<file path="src/hw/rtl/lie_pkg.sv">
// Shared types and constants for the logical-immediate instruction encoder.
// No dependencies.
package lie_pkg;

	localparam int ImmW     = 64;
	localparam int OpW      = 9;
	localparam int RegW     = 5;
	localparam int WordW    = 32;
	localparam int ShiftW   = 6;   // immr / imms / bit index width
	localparam int LogW     = 3;   // log2 of element size, 1..6
	localparam int CountW   = 7;   // holds 0..64
	localparam int ChunkW   = 8;
	localparam int NumChunk = ImmW / ChunkW;
	localparam int PartW    = 4;   // popcount of one chunk, 0..8

	localparam logic [LogW-1:0] LogE64 = 3'd6;

	typedef struct packed {
		logic [OpW-1:0]  opcode_top;
		logic [RegW-1:0] src_reg;
		logic [RegW-1:0] dst_reg;
		logic [ImmW-1:0] immediate;
	} req_t;

	typedef struct packed {
		logic [WordW-1:0] instruction_word;
		logic             encodable;
	} rsp_t;

	// Result of the repeat-period search on one immediate.
	typedef struct packed {
		logic [LogW-1:0] esize_log;
		logic [ImmW-1:0] emask;
	} period_t;

endpackage

</file>
<file path="src/hw/rtl/lie_period_detect.sv">
// Finds the smallest repeating element (2..64 bits) of a 64-bit immediate
// and the matching element mask. Uses lie_pkg.
module lie_period_detect (
	input  logic [lie_pkg::ImmW-1:0] imm,
	output lie_pkg::period_t         period
);
	import lie_pkg::*;

	logic eq32, eq16, eq8, eq4, eq2;

	assign eq32 = imm[31:0]  == imm[63:32];
	assign eq16 = imm[15:0]  == imm[31:16];
	assign eq8  = imm[7:0]   == imm[15:8];
	assign eq4  = imm[3:0]   == imm[7:4];
	assign eq2  = imm[1:0]   == imm[3:2];

	// halving stops at the first mismatch
	always_comb begin
		if (!eq32) begin
			period.esize_log = 3'd6;
			period.emask     = {64{1'b1}};
		end else if (!eq16) begin
			period.esize_log = 3'd5;
			period.emask     = {32'd0, {32{1'b1}}};
		end else if (!eq8) begin
			period.esize_log = 3'd4;
			period.emask     = {48'd0, {16{1'b1}}};
		end else if (!eq4) begin
			period.esize_log = 3'd3;
			period.emask     = {56'd0, {8{1'b1}}};
		end else if (!eq2) begin
			period.esize_log = 3'd2;
			period.emask     = {60'd0, {4{1'b1}}};
		end else begin
			period.esize_log = 3'd1;
			period.emask     = {62'd0, {2{1'b1}}};
		end
	end

endmodule

</file>
<file path="src/hw/rtl/logical_immediate_instruction_encoder.sv">
// Logical-immediate instruction encoder: top level, three pipeline stages.
// A request is registered in stage 1, then stage 2, then the stage 3 output register that drives rsp.
// Throughput: one instruction per cycle; a stalled stage holds, earlier stages fill bubbles.
// Reset: arst_n clears the stage valid bits only. Uses lie_pkg, lie_period_detect.
module logical_immediate_instruction_encoder (
	input  logic          clk,
	input  logic          arst_n,
	input  logic          req_valid,
	output logic          req_stall,
	input  lie_pkg::req_t req,
	output logic          rsp_valid,
	input  logic          rsp_stall,
	output lie_pkg::rsp_t rsp
);
	import lie_pkg::*;

	// stage 1: period found, immediate kept
	logic                  valid_s1;
	logic [OpW-1:0]        op_s1;
	logic [RegW-1:0]       rn_s1, rd_s1;
	logic [ImmW-1:0]       imm_s1;
	period_t               period_s1;

	// stage 2: run-start bits and chunk popcounts of the element
	logic                  valid_s2;
	logic [OpW-1:0]        op_s2;
	logic [RegW-1:0]       rn_s2, rd_s2;
	logic [LogW-1:0]       esize_log_s2;
	logic [ImmW-1:0]       starts_s2;
	logic [PartW-1:0]      part_s2 [NumChunk];

	// stage 3: output register
	logic                  valid_s3;
	rsp_t                  rsp_s3;

	logic                  en1, en2, en3;
	period_t               period_c;

	assign en3       = !valid_s3 || !rsp_stall;
	assign en2       = !valid_s2 || en3;
	assign en1       = !valid_s1 || en2;
	assign req_stall = !en1;

	lie_period_detect u_period (
		.imm    (req.immediate),
		.period (period_c)
	);

	always_ff @(posedge clk or negedge arst_n) begin
		if (!arst_n) begin
			valid_s1 <= 1'b0;
		end else if (en1) begin
			valid_s1 <= req_valid;
		end
	end

	always_ff @(posedge clk) begin
		if (en1 && req_valid) begin
			op_s1     <= req.opcode_top;
			rn_s1     <= req.src_reg;
			rd_s1     <= req.dst_reg;
			imm_s1    <= req.immediate;
			period_s1 <= period_c;
		end
	end

	// A bit starts a run when it is set and its cyclic lower neighbor is clear.
	// The immediate repeats with the element period, so bit 63 stands for the
	// element's top bit.
	logic [ImmW-1:0]  starts_c;
	logic [ImmW-1:0]  elem_c;
	logic [PartW-1:0] part_c [NumChunk];

	always_comb begin
		starts_c = imm_s1 & ~{imm_s1[ImmW-2:0], imm_s1[ImmW-1]} & period_s1.emask;
		elem_c   = imm_s1 & period_s1.emask;
		for (int c = 0; c < NumChunk; c++) begin
			part_c[c] = '0;
			for (int b = 0; b < ChunkW; b++) begin
				part_c[c] = part_c[c] + PartW'(elem_c[c*ChunkW+b]);
			end
		end
	end

	always_ff @(posedge clk or negedge arst_n) begin
		if (!arst_n) begin
			valid_s2 <= 1'b0;
		end else if (en2) begin
			valid_s2 <= valid_s1;
		end
	end

	always_ff @(posedge clk) begin
		if (en2 && valid_s1) begin
			op_s2        <= op_s1;
			rn_s2        <= rn_s1;
			rd_s2        <= rd_s1;
			esize_log_s2 <= period_s1.esize_log;
			starts_s2    <= starts_c;
			part_s2      <= part_c;
		end
	end

	// Exactly one run start in the element means a single rotated run;
	// zero and all-ones have no start at all.
	logic                one_run;
	logic [ShiftW-1:0]   rot;
	logic [CountW-1:0]   len;
	logic [CountW-1:0]   esize;
	logic [ShiftW-1:0]   immr, imms, emsk;
	logic                nbit;
	logic [12:0]         field;

	always_comb begin
		one_run = (starts_s2 != '0) && ((starts_s2 & (starts_s2 - 1'b1)) == '0);
		rot = '0;
		for (int i = 0; i < ImmW; i++) begin
			if (starts_s2[i]) begin
				rot = rot | ShiftW'(i);
			end
		end
		len = '0;
		for (int c = 0; c < NumChunk; c++) begin
			len = len + CountW'(part_s2[c]);
		end
		esize = CountW'(1) << esize_log_s2;
		emsk  = ShiftW'(esize - 1'b1);
		nbit  = esize_log_s2 == LogE64;
		immr  = ShiftW'(esize - CountW'(rot)) & emsk;
		imms  = ({~emsk[ShiftW-2:0], 1'b0}) | ShiftW'(len - 1'b1);
		field = one_run ? {nbit, immr, imms} : '0;
	end

	always_ff @(posedge clk or negedge arst_n) begin
		if (!arst_n) begin
			valid_s3 <= 1'b0;
		end else if (en3) begin
			valid_s3 <= valid_s2;
		end
	end

	always_ff @(posedge clk) begin
		if (en3 && valid_s2) begin
			rsp_s3.instruction_word <= {op_s2, field, rn_s2, rd_s2};
			rsp_s3.encodable        <= one_run;
		end
	end

	assign rsp_valid = valid_s3;
	assign rsp       = rsp_s3;

endmodule
</file>
<file path="config.mk">
export PLATFORM = sky130hd
export DESIGN_NAME = logical_immediate_instruction_encoder
export DESIGN_NICKNAME = d
export VERILOG_FILES = /design/src/hw/rtl/lie_pkg.sv /design/src/hw/rtl/lie_period_detect.sv /design/src/hw/rtl/logical_immediate_instruction_encoder.sv
export SDC_FILE = /design/constraint.sdc
export NUM_CORES = 1
export LEC_CHECK = 0
export ABC_CLOCK_PERIOD_IN_PS = 3700
export BUFFER_PORTS_ARGS = -buffer_cell sky130_fd_sc_hd__buf_4
export CORE_UTILIZATION = 40
export DETAILED_ROUTE_END_ITERATION = 16
export PLACE_DENSITY_LB_ADDON = 0.12
export SETUP_SLACK_MARGIN = 0.2
export SLEW_MARGIN = 15
export SYNTH_ARGS = -nofsm -noshare
export SYNTH_HDL_FRONTEND = slang
export SYNTH_SLANG_ARGS = --single-unit
</file>
<file path="constraint.sdc">
create_clock -name clk -period 3.7 [get_ports clk]
set_input_delay 0.37 -clock clk [delete_from_list [all_inputs] [get_ports clk]]
set_output_delay 0.37 -clock clk [all_outputs]
set_load 0.005 [all_outputs]
</file>
==> impl_metrics.py, run 1 <==
metrics = {
    "power_and_ir_drop": {
        "peakVddDrop_uv": 546,
        "seqPwrFrac_pct": 39.0,
        "power_switching_uw": 2930,
        "p_comb_share_pct": 32.9,
        "total_leakage_power_uw": 0.00601,
        "switching_share_pct": 31.7,
        "p_clk_share_pct": 28.1,
        "p_int_uw": 6310,
        "powerDensity_nw_per_um2": 597,
    },
    "critical_path": {
        "reg2reg_depth": 11,
        "crit_slowest_cell": "fa_1",
        "critical_path_buf_inv_count": 2,
        "cp.required_ns": 3.98,
        "crit_start": "part_s2[31]",
        "end_kind": "flip-flop",
        "cp-start-kind": "flip-flop",
        "cp_top_family": "adder cells",
        "critical_path.max_fanout": 2,
        "reg2reg_slack_ns": 0.13,
        "r2r-start": "part_s2[31]",
        "crit_top_cell": "fa_1",
        "crit_chain": "fa_1 -> inv_1 -> fa_1 -> fa_1 -> inv_2 -> fa_1 -> ha_1 -> a21o_1 -> a21oi_2 -> xnor2_1 -> a21boi_1",
        "critical_path_class": "reg2reg",
        "arrival_ns": 3.85,
        "critical_path_depth": 11,
        "slowest_delay_ns": 0.56,
    },
    "route": {
        "wl_per_cell_um": 20.4,
        "drtAntennaViolNets": 0,
        "first_pass_iters": 7,
        "drt-total-wl_um": 31900,
        "via_per_inst": 5.11,
        "vias": 7975,
        "drtIter0Drc": 603,
        "drc": 0,
    },
    "synthesis": {
        "synth_top_area_cell": "edfxtp_1",
        "synth_cell_types": 53,
        "avgSynthCellArea_um2": 13.4,
        "synth_warnings": 0,
        "synth_area_leaders": "edfxtp_1 (59%), fa_1 (8.9%), ha_1 (4.2%)",
        "synth_edf_count": 241,
        "ys_seq_elements": 244,
        "synthArstFlopShare_pct": 1.23,
        "synthFlopType": "edfxtp_1",
        "synth_nets": 1104,
        "netlist_area_um2": 12300,
        "ys_seq_area_share_pct": 59.4,
        "syn-instance-count": 921,
        "synth_top_area_share_pct": 58.8,
    },
    "run": {
        "cap_violations": 0,
    },
    "hold_path": {
        "hp-start": "req[35]",
        "hold_path_depth": 1,
        "hp-class": "in2reg",
    },
    "placed_design": {
        "post-place-cells": 1472,
        "hpwl_um": 25500,
        "finalWeightedCongestion": 0.919,
        "portBuffers": 121,
    },
    "clock_network": {
        "clock_sinks": 244,
        "cts_root_buffer": "clkbuf_16",
        "cts_buffers": 27,
        "cts_buffer_depth": 3,
        "path_clk_slew_ns": 0.06,
        "cts_tree": "done",
        "h-tree-depth": 1,
        "clock_latency_ns": 0.56,
    },
    "sta": {
        "setup_viol": 0,
        "fin_crit_sh_pct": 96.5,
        "slew_headroom_pct": 26.5,
        "fmax_mhz": 280,
        "hold_slack_ns": 0.0151,
        "finalHoldViolations": 0,
        "finalClockSkew_ns": 0.0232,
        "slew_viol_final": 0,
        "layout_min_cycle_time_ns": 3.57,
        "worst_pin_slew_ns": 1.10,
        "tns_ns": 0,
        "rsz0062_at_grt": "yes",
    },
    "global_route": {
        "grt_max_degree": 65,
        "grt_usage_pct": 20.7,
        "grt_pass1_vias": 7977,
        "grt_overflow": 0,
        "grt_pass1_wl_um": 47500,
        "antenna_found_initial": 0,
    },
    "finish": {
        "nets": 1332,
        "area_growth_pct": 25.9,
        "multiInputGateArea_um2": 4820,
        "drive_gt1_share_pct": 24.1,
        "utilization_pct": 51.7,
        "register_area_um2": 7310,
        "final_cells": 1560,
        "fillers": 2678,
        "n_antenna_cell": 0,
    },
    "floorplan": {
        "ios": 122,
        "dieArea_um2": 31500,
        "core_area_um2": 30000,
        "fp-row-count": 63,
        "initial_core_util_pct": 41.1,
        "die_h_um": 177,
        "fp.dieW_um": 177,
    },
    "status": {
        "status": "completed",
    },
}
## layout make-up
cell class | instances | area share [%]
clock buffers | 28 | 4.39
clock inverters | 22 | 1.20
inverters | 86 | 2.08
multi-input cells | 578 | 31.1
flip-flops and latches | 244 | 47.2
well taps | 390 | 3.15
repair buffers | 212 | 10.9
## cell usage after synthesis (4+ instances only)
master / number
nor2_1: 66
and2_1: 36
xor2_1: 42
nand4_1: 17
nand3_1: 13
nor3_1: 20
or4_1: 9
o21a_1: 5
o22ai_1: 4
xnor2_1: 38
or4_4: 4
o31ai_1: 7
o21ai_0: 17
ha_1: 41
clkbuf_1: 12
fa_1: 55
and3_1: 5
edfxtp_1: 241
nand2b_1: 4
nand3b_1: 4
a21oi_1: 16
inv_1: 86
nor4_1: 36
nand2_1: 50
nor2b_1: 39
or3_1: 4
## sequential cells by signal, summed over array words and instances (netlist names)
signal,count
op_s1,9
rsp_valid,1
part_s2,32
rn_s1,5
op_s2,9
imm_s1,64
rsp,33
starts_s2,64
rn_s2,5
rd_s2,5
rd_s1,5
valid_s1,1
esize_log_s2,3
valid_s2,1
period_s1,7
## worst reg2reg max path: stages (launching register included)
cell and delay [ns]:
edfxtp_1 0.39, fa_1 0.54, inv_1 0.05, fa_1 0.47, fa_1 0.56, inv_2 0.04, fa_1 0.47, ha_1 0.29
a21o_1 0.17, a21oi_2 0.12, xnor2_1 0.13, a21boi_1 0.08
## metal layers
layer | up-vias | part of all wire [%] | routed length, µm | track usage, %
met4 | 0 | 4.8 | 1520 | 9.05
met1 | 3840 | 44 | 13900 | 28.1
met3 | 87 | 6.1 | 1940 | 3.13
li1 | 3765 | - | - | -
met2 | 283 | 46 | 14500 | 33.0
met5 | - | 0 | 0 | 0
## what timing repair did
action | in CTS | in global routing
resized for setup | 12 | 34
setup endpoints to repair | 17 | 22
endpoints found under the hold margin | 27 | 0
buffers inserted | 7 | 5
hold buffers | 25 | 0
pin swaps | 20 | 16
gates cloned | 1 | 0
## layout by cell type (no fill, tap or decap), types with 3 or more instances in the layout
cell type      instances
nor4_1                30
nand2b_1               4
and2_1                30
o21a_1                 5
nand3_1               11
a21oi_1               15
nand2_1               49
o31a_1                 3
inv_1                 82
buf_4                184
or3_1                  3
dfrtp_1                3
or2_2                  3
clkbuf_16             27
inv_2                  4
nor3_1                19
nor4_2                 7
a21o_1                 3
and3_1                 3
nand4_1               17
fa_2                   4
clkinv_4               4
nand3b_1               4
and2_4                 5
o21ai_0               16
xor2_1                41
o22ai_1                4
clkinv_1               9
nor2_1                65
dlygate4sd3_1         25
ha_1                  40
nor2b_1               38
edfxtp_1             241
or4_4                  7
o31ai_1                5
xnor2_1               37
fa_1                  51
clkinv_2               4
or4_1                  6
a21boi_1               3
## power groups by stage
stage	combinational [µW]	sequential, µW	clock, µW
detailed placement	3040	3660	0
CTS	3090	3610	2660
floorplan	2070	3620	0
global route	3480	3640	2750
global placement	2970	3660	0
finish	3040	3610	2600
## per-stage QoR
step | cell area, µm² | power, µW | worst slack (ns)
global route | 15500 | 9880 | -0.0130
finish | 15500 | 9240 | 0.128
detailed placement | 14100 | 6700 | 0.0757
CTS | 15300 | 9360 | 0.112
floorplan | 12300 | 5690 | 0.208
global placement | 14100 | 6630 | 0.142
## kinds of logic after synthesis
kind of cell               Yosys count  share of synthesized area [%]
and+or+nand+nor                    321                           14.3
adders and majority gates           98                           13.3
buffers and inverters               99                           3.08
xor gates and xnor gates            80                           5.69
DFF                                244                           59.4
AOI/OAI and AO/OA                   79                           4.27
## worst paths after layout
| path | endpoint |
|---|---|
| setup / recovery | rsp[16] |
| hold / removal | imm_s1[35] |
| setup reg to reg | rsp[16] |
| hold reg to reg | rd_s2[1] |
| max in group asynchronous | rsp_valid |
| min in group asynchronous | valid_s1 |
Note: power is estimated with default switching activity, not from simulation.
==> run 2, diff against run 1 <==
--- a/config.mk
+++ b/config.mk
@@ -14,4 +14,5 @@
 export SLEW_MARGIN = 15
 export SYNTH_ARGS = -nofsm -noshare
 export SYNTH_HDL_FRONTEND = slang
+export SYNTH_HIERARCHICAL = 1
 export SYNTH_SLANG_ARGS = --single-unit
==> constraint.sdc (replaced) <==
create_clock -name clk -period 3.7 [get_ports clk]
set_input_delay 0.37 -clock clk [delete_from_list [all_inputs] [get_ports clk]]
set_output_delay 0.37 -clock clk [all_outputs]
set_load 0.01 [all_outputs]
==> run 2 against run 1 <==
Net effect:
- synthesized cell count increased by 13%
- critical path type unchanged
- largest cell class unchanged
- first-iteration DRC count decreased by 24%
- sequential share of layout area increased by 5.5 points
- sequential power increased by 21%
- utilization decreased by 3.6 points
==> impl_metrics.py, run 2 <==
metrics = {
    "floorplan": {
        "initial_core_util_pct": 41.0,
        "die_h_um": 194,
        "fp-row-count": 69,
        "core_area_um2": 35900,
        "dieArea_um2": 37600,
        "fp.dieW_um": 194,
        "ios": 122,
    },
    "finish": {
        "area_growth_pct": 17.4,
        "largest_reg_flops": 67,
        "reg_top3": "period_s1 (67), imm_s1 (64), starts_s2 (64)",
        "top_register": "period_s1",
        "drive_gt1_share_pct": 21.8,
        "nets": 1365,
        "final_cell_mix": "edfxtp_1 (301), buf_4 (165), inv_1 (102)",
        "final_common_cell": "edfxtp_1",
    },
    "clock_network": {
        "cts_root_buffer": "clkbuf_16",
        "cts_buffer_depth": 3,
        "clock_sinks": 304,
        "path_clk_slew_ns": 0.05,
        "cts_tree": "done",
        "clock_latency_ns": 0.53,
        "cts_buffers": 35,
        "h-tree-depth": 2,
    },
    "synthesis": {
        "ys_seq_elements": 304,
        "synth_area_leaders": "edfxtp_1 (61%), fa_1 (7.5%), ha_1 (3.4%)",
        "synth_edf_count": 301,
        "synthArstFlopShare_pct": 0.987,
        "ys_seq_area_share_pct": 61.9,
        "synth_top_area_cell": "edfxtp_1",
        "synthMostInstantiatedCell": "edfxtp_1",
        "synthFlopType": "edfxtp_1",
        "synth_top_area_share_pct": 61.4,
        "avgSynthCellArea_um2": 14.1,
        "synth_warnings": 6,
        "synth_cell_types": 66,
        "netlist_area_um2": 14700,
        "syn-instance-count": 1045,
        "ys_top_cells_by_count": "edfxtp_1 (301), inv_1 (104), buf_4 (60)",
    },
    "critical_path": {
        "reg2reg_slack_ns": 0.14,
        "end_kind": "flip-flop",
        "reg2reg_depth": 11,
        "r2r-start": "part_s2[30]",
        "critical_path.max_fanout": 2,
        "crit_start": "part_s2[30]",
        "critical_path_class": "reg2reg",
        "cp-start-kind": "flip-flop",
        "r2r-end": "rsp[15]",
        "cp.required_ns": 4.04,
        "arrival_ns": 3.89,
    },
    "global_route": {
        "grt_max_degree": 119,
        "grt_overflow": 0,
        "antenna_found_initial": 0,
        "grt_pass1_vias": 8425,
        "grt_usage_pct": 18.8,
        "grt_pass1_wl_um": 51800,
    },
    "placed_design": {
        "post-place-ws_ns": 0.101,
        "hpwl_um": 27300,
        "portBuffers": 121,
        "finalWeightedCongestion": 0.896,
    },
    "route": {
        "drc": 0,
        "via_per_inst": 5.00,
        "drt-total-wl_um": 35300,
        "drtAntennaViolNets": 0,
        "wl_per_cell_um": 21.1,
        "first_pass_iters": 5,
        "drtIter0Drc": 457,
        "vias": 8361,
    },
    "hold_path": {
        "hold_path_depth": 1,
        "min_to": "op_s1[6]",
        "hp-class": "in2reg",
        "hp-start": "req[80]",
    },
    "sta": {
        "finalHoldViolations": 0,
        "finalClockSkew_ns": 0.0305,
        "rsz0062_at_grt": "yes",
        "hold_slack_ns": 0.0340,
        "slew_viol_final": 0,
        "slew_headroom_pct": 40.8,
        "tns_ns": 0,
        "worst_pin_slew_ns": 0.887,
        "fin_crit_sh_pct": 96.1,
        "setup_viol": 0,
        "layout_min_cycle_time_ns": 3.56,
        "finalWorstSetupSlack_ns": 0.144,
        "fmax_mhz": 281,
    },
    "run": {
        "cap_violations": 0,
    },
    "status": {
        "status": "completed",
    },
    "power_and_ir_drop": {
        "peakVddDrop_uv": 620,
        "powerDensity_nw_per_um2": 624,
        "total_leakage_power_uw": 0.00639,
    },
}
==> run 2: cell count changes in the layout (fill, tap and decap cells not counted), moves of 12 or more <==
| cell | before | now |
|---|---|---|
| dlygate4sd3_1 | 25 | 1 |
| buf_4 | 184 | 165 |
| clkbuf_1 | 1 | 13 |
| edfxtp_1 | 241 | 301 |
| inv_1 | 82 | 102 |
==> run 2: report_power, final <==
group          switching (µW)  total, µW  internal, µW
sequential                191       4380          4190
clock                    1300       3160          1860
combinational            1800       3260          1460
total                    3290      10800          7510
==> run 2: area by class of cell <==
| cell class | instances | area, µm² |
|---|---|---|
| flip-flops and latches | 304 | 9110 |
| clock inverters | 14 | 103 |
| fillers | 3154 | 18600 |
| well taps | 461 | 577 |
| clock buffers | 49 | 950 |
| inverters | 104 | 390 |
| multi-input cells | 568 | 4820 |
| diodes | 1 | 2.50 |
| repair buffers | 170 | 1340 |
==> run 2: worst max path at each step <==
stage                     cells after the start  slack (ns)      end
after floorplan                              10        0.21  rsp[14]
after global placement                       11        0.13  rsp[16]
after detailed placement                     11        0.10  rsp[16]
after CTS                                    11        0.12  rsp[15]
after global routing                         11       -0.04  rsp[16]
final                                        11        0.14  rsp[15]
==> run 2: critical path: stages, from the launching register on <==
cell      delay (ns)
edfxtp_1        0.39
fa_1            0.50
fa_1            0.50
inv_2           0.04
fa_1            0.52
inv_1           0.05
fa_1            0.48
ha_2            0.18
inv_2           0.04
fa_2            0.34
xor2_1          0.15
a211oi_1        0.19
==> run 2: cell families after synthesis <==
group	synth area share (%)
AOI/OAI and AO/OA	4.07
xor gates and xnor gates	4.81
adders and majority gates	11.1
buffers and inverters	6.23
DFF	61.9
muxes	0.0764
other	0.0255
and+or+nand+nor	11.9
==> run 2: layer usage <==
layer	routed length (µm)	GRT usage, %
met4	1190	7.14
met3	1510	2.77
met5	0	0
met1	15800	25.1
met2	16800	31.1
==> run 2: through the flow <==
stage	cell area (µm²)	util, %	std cells	power, µW
after global placement	16000	44.7	1596	7660
after floorplan	14700	-	1046	6650
after detailed placement	16000	44.7	1596	7720
after global routing	17300	48.2	1670	11600
final	17300	48.2	1671	10800
after CTS	17100	47.7	1660	10900
==> run 2: timing repair <==
item,in CTS,in global routing
setup buffers,0,9
cloned,0,0
pin swaps,2,4
endpoints found under the setup margin,5,14
resized for setup,2,16
endpoints found under the hold margin,3,0
hold buffers,1,0
==> run 3, diff against run 2 <==
--- a/config.mk
+++ b/config.mk
@@ -9,7 +9,7 @@
 export BUFFER_PORTS_ARGS = -buffer_cell sky130_fd_sc_hd__buf_4
 export CORE_UTILIZATION = 40
 export DETAILED_ROUTE_END_ITERATION = 16
-export PLACE_DENSITY_LB_ADDON = 0.12
+export PLACE_DENSITY = 0.58
 export SETUP_SLACK_MARGIN = 0.2
 export SLEW_MARGIN = 15
 export SYNTH_ARGS = -nofsm -noshare
==> run 3 against run 2 <==
Net effect:
- global-route usage shrank 0.37 points
- count of clock-buffer cells in the layout is 9 lower
- sequential share of layout area down 0.19 points
- sequential power about the same
- via count up 1.7%
- largest power group unchanged
- die area is the same
- non-clock buffer count increased by 2
- critical endpoint unchanged
- critical path type unchanged
- clock power is essentially flat
- first-iteration DRC count rose by 19%
- critical path depth is the same
==> impl_metrics.py, run 3 (synthesized netlist as in run 2, its figures left out) <==
metrics = {
    "status": {
        "status": "completed",
    },
    "finish": {
        "final_common_cell": "edfxtp_1",
        "nets": 1367,
        "n_antenna_cell": 0,
        "top_register": "period_s1",
        "postLayoutCellArea_um2": 17400,
        "register_area_um2": 9110,
        "multiInputGateArea_um2": 4900,
        "drive_gt1_share_pct": 23.2,
        "largest_reg_flops": 67,
        "fillers": 3199,
        "final_cell_mix": "edfxtp_1 (301), buf_4 (167), inv_1 (100)",
        "area_growth_pct": 17.8,
        "reg_top3": "period_s1 (67), imm_s1 (64), starts_s2 (64)",
    },
    "critical_path": {
        "crit_top_cell": "fa_1",
        "cp.required_ns": 4.06,
        "crit_start": "part_s2[30]",
        "arrival_ns": 3.91,
        "end_kind": "flip-flop",
        "critical_path.max_fanout": 2,
        "crit_slowest_cell": "fa_1",
        "r2r-end": "rsp[15]",
        "reg2reg_depth": 11,
        "crit_chain": "fa_1 -> fa_1 -> inv_2 -> fa_1 -> inv_2 -> fa_1 -> ha_2 -> inv_2 -> fa_2 -> xor2_1 -> a211oi_1",
        "cp-start-kind": "flip-flop",
        "slowest_delay_ns": 0.54,
        "critical_path_class": "reg2reg",
        "reg2reg_slack_ns": 0.15,
        "r2r-start": "part_s2[30]",
    },
    "clock_network": {
        "clock_latency_ns": 0.52,
        "cts_root_buffer": "clkbuf_16",
        "cts_tree": "done",
        "cts_buffers": 34,
        "clock_sinks": 304,
        "cts_buffer_depth": 3,
        "h-tree-depth": 2,
        "path_clk_slew_ns": 0.06,
    },
    "power_and_ir_drop": {
        "peakVddDrop_uv": 486,
        "p_comb_share_pct": 29.7,
        "total_leakage_power_uw": 0.00640,
        "switching_share_pct": 30.6,
        "p_clk_share_pct": 29.5,
        "p_int_uw": 7470,
        "seqPwrFrac_pct": 40.7,
        "powerDensity_nw_per_um2": 620,
        "power_switching_uw": 3300,
    },
    "sta": {
        "worst_pin_slew_ns": 1.09,
        "layout_min_cycle_time_ns": 3.55,
        "fmax_mhz": 281,
        "fin_crit_sh_pct": 96.1,
        "tns_ns": 0,
        "setup_viol": 0,
        "slew_headroom_pct": 26.9,
        "finalClockSkew_ns": 0.0136,
        "slew_viol_final": 0,
        "finalHoldViolations": 0,
        "rsz0062_at_grt": "yes",
    },
    "placed_design": {
        "dpl-instance-area_um2": 16000,
        "hpwl_um": 26900,
        "portBuffers": 121,
        "finalWeightedCongestion": 0.898,
    },
    "route": {
        "drtIter0Drc": 543,
        "first_pass_iters": 6,
        "drtAntennaViolNets": 0,
        "wl_per_cell_um": 20.7,
        "via_per_inst": 5.09,
        "drc": 0,
        "drt-total-wl_um": 34600,
        "vias": 8500,
    },
    "global_route": {
        "grt_pass1_vias": 8530,
        "grt_max_degree": 105,
        "antenna_found_initial": 1,
        "grt_pass1_wl_um": 51400,
        "grt_overflow": 0,
        "grt_usage_pct": 18.4,
    },
    "floorplan": {
        "die_h_um": 194,
        "initial_core_util_pct": 41.0,
        "core_area_um2": 35900,
        "dieArea_um2": 37600,
        "fp-row-count": 69,
        "fp.dieW_um": 194,
        "ios": 122,
    },
    "hold_path": {
        "hp-start": "req[64]",
        "hold_path_depth": 1,
        "hp-class": "in2reg",
        "min_to": "rd_s1[0]",
    },
    "run": {
        "cap_violations": 0,
    },
}
## run 3: how the worst max path moves through the flow
stage / endpoint / slack [ns] / cells past startpoint
final: rsp[15] / 0.15 / 11
after global routing: rsp[16] / 0.03 / 11
after CTS: rsp[15] / 0.13 / 11
after detailed placement: rsp[16] / 0.06 / 11
after global placement: rsp[18] / 0.08 / 10
after floorplan: rsp[14] / 0.21 / 10
## run 3: layout make-up
type,count,share of cell area (%)
clock inverters,19,0.851
repair buffers,172,7.69
clock buffers,40,5.15
multi-input cells,569,28.2
inverters,104,2.25
well taps,461,3.32
flip-flops and latches,304,52.5
## run 3: per-stage QoR
| stage | hold slack, ns | setup WS [ns] | utilization (%) | std cells | total power [µW] |
|---|---|---|---|---|---|
| floorplan | 0.0744 | 0.211 | - | 1046 | 6650 |
| CTS | 0.00437 | 0.131 | 47.7 | 1656 | 10900 |
| global route | 0.00871 | 0.0342 | 48.3 | 1669 | 11500 |
| finish | 0.0279 | 0.145 | 48.3 | 1669 | 10800 |
| detailed placement | 0.161 | 0.0555 | 44.7 | 1596 | 7680 |
| global placement | 0.162 | 0.0762 | 44.7 | 1596 | 7580 |
## run 3: per-layer routing
layer  vias up  GRT usage (%)  share of wire, %
li1       3970              -                 -
met1      4187           24.3                44
met2       263           31.0                48
met3        80           2.80               4.3
met4         0           6.76               4.0
met5         -              0                 0
## run 3: worst max-delay path: cells and delay by family, from the launching register on
family                   cells  cell delay [ns]
adder cells (fa/ha/maj)      6             2.55
buffers and inverters        3             0.12
AO/OA/AOI/OAI                1             0.18
flip-flops                   1             0.39
XOR/XNOR                     1             0.14
## run 3: what timing repair did
item                       in CTS  in global routing
gates cloned                    0                  1
resized for setup               5                 27
buffers inserted                0                 12
hold buffers                    1                  0
pin swaps                       9                  9
hold endpoints to repair        3                  0
setup endpoints to repair      11                 15
## run 3: power groups by stage
stage	combinational, µW	sequential, µW	clock (µW)
6_report	3200	4390	3180
5_1_grt	3720	4410	3370
4_1_cts	3250	4380	3240
3_5_place_dp	3230	4450	0
3_3_place_gp	3140	4440	0
2_1_floorplan	2240	4410	0
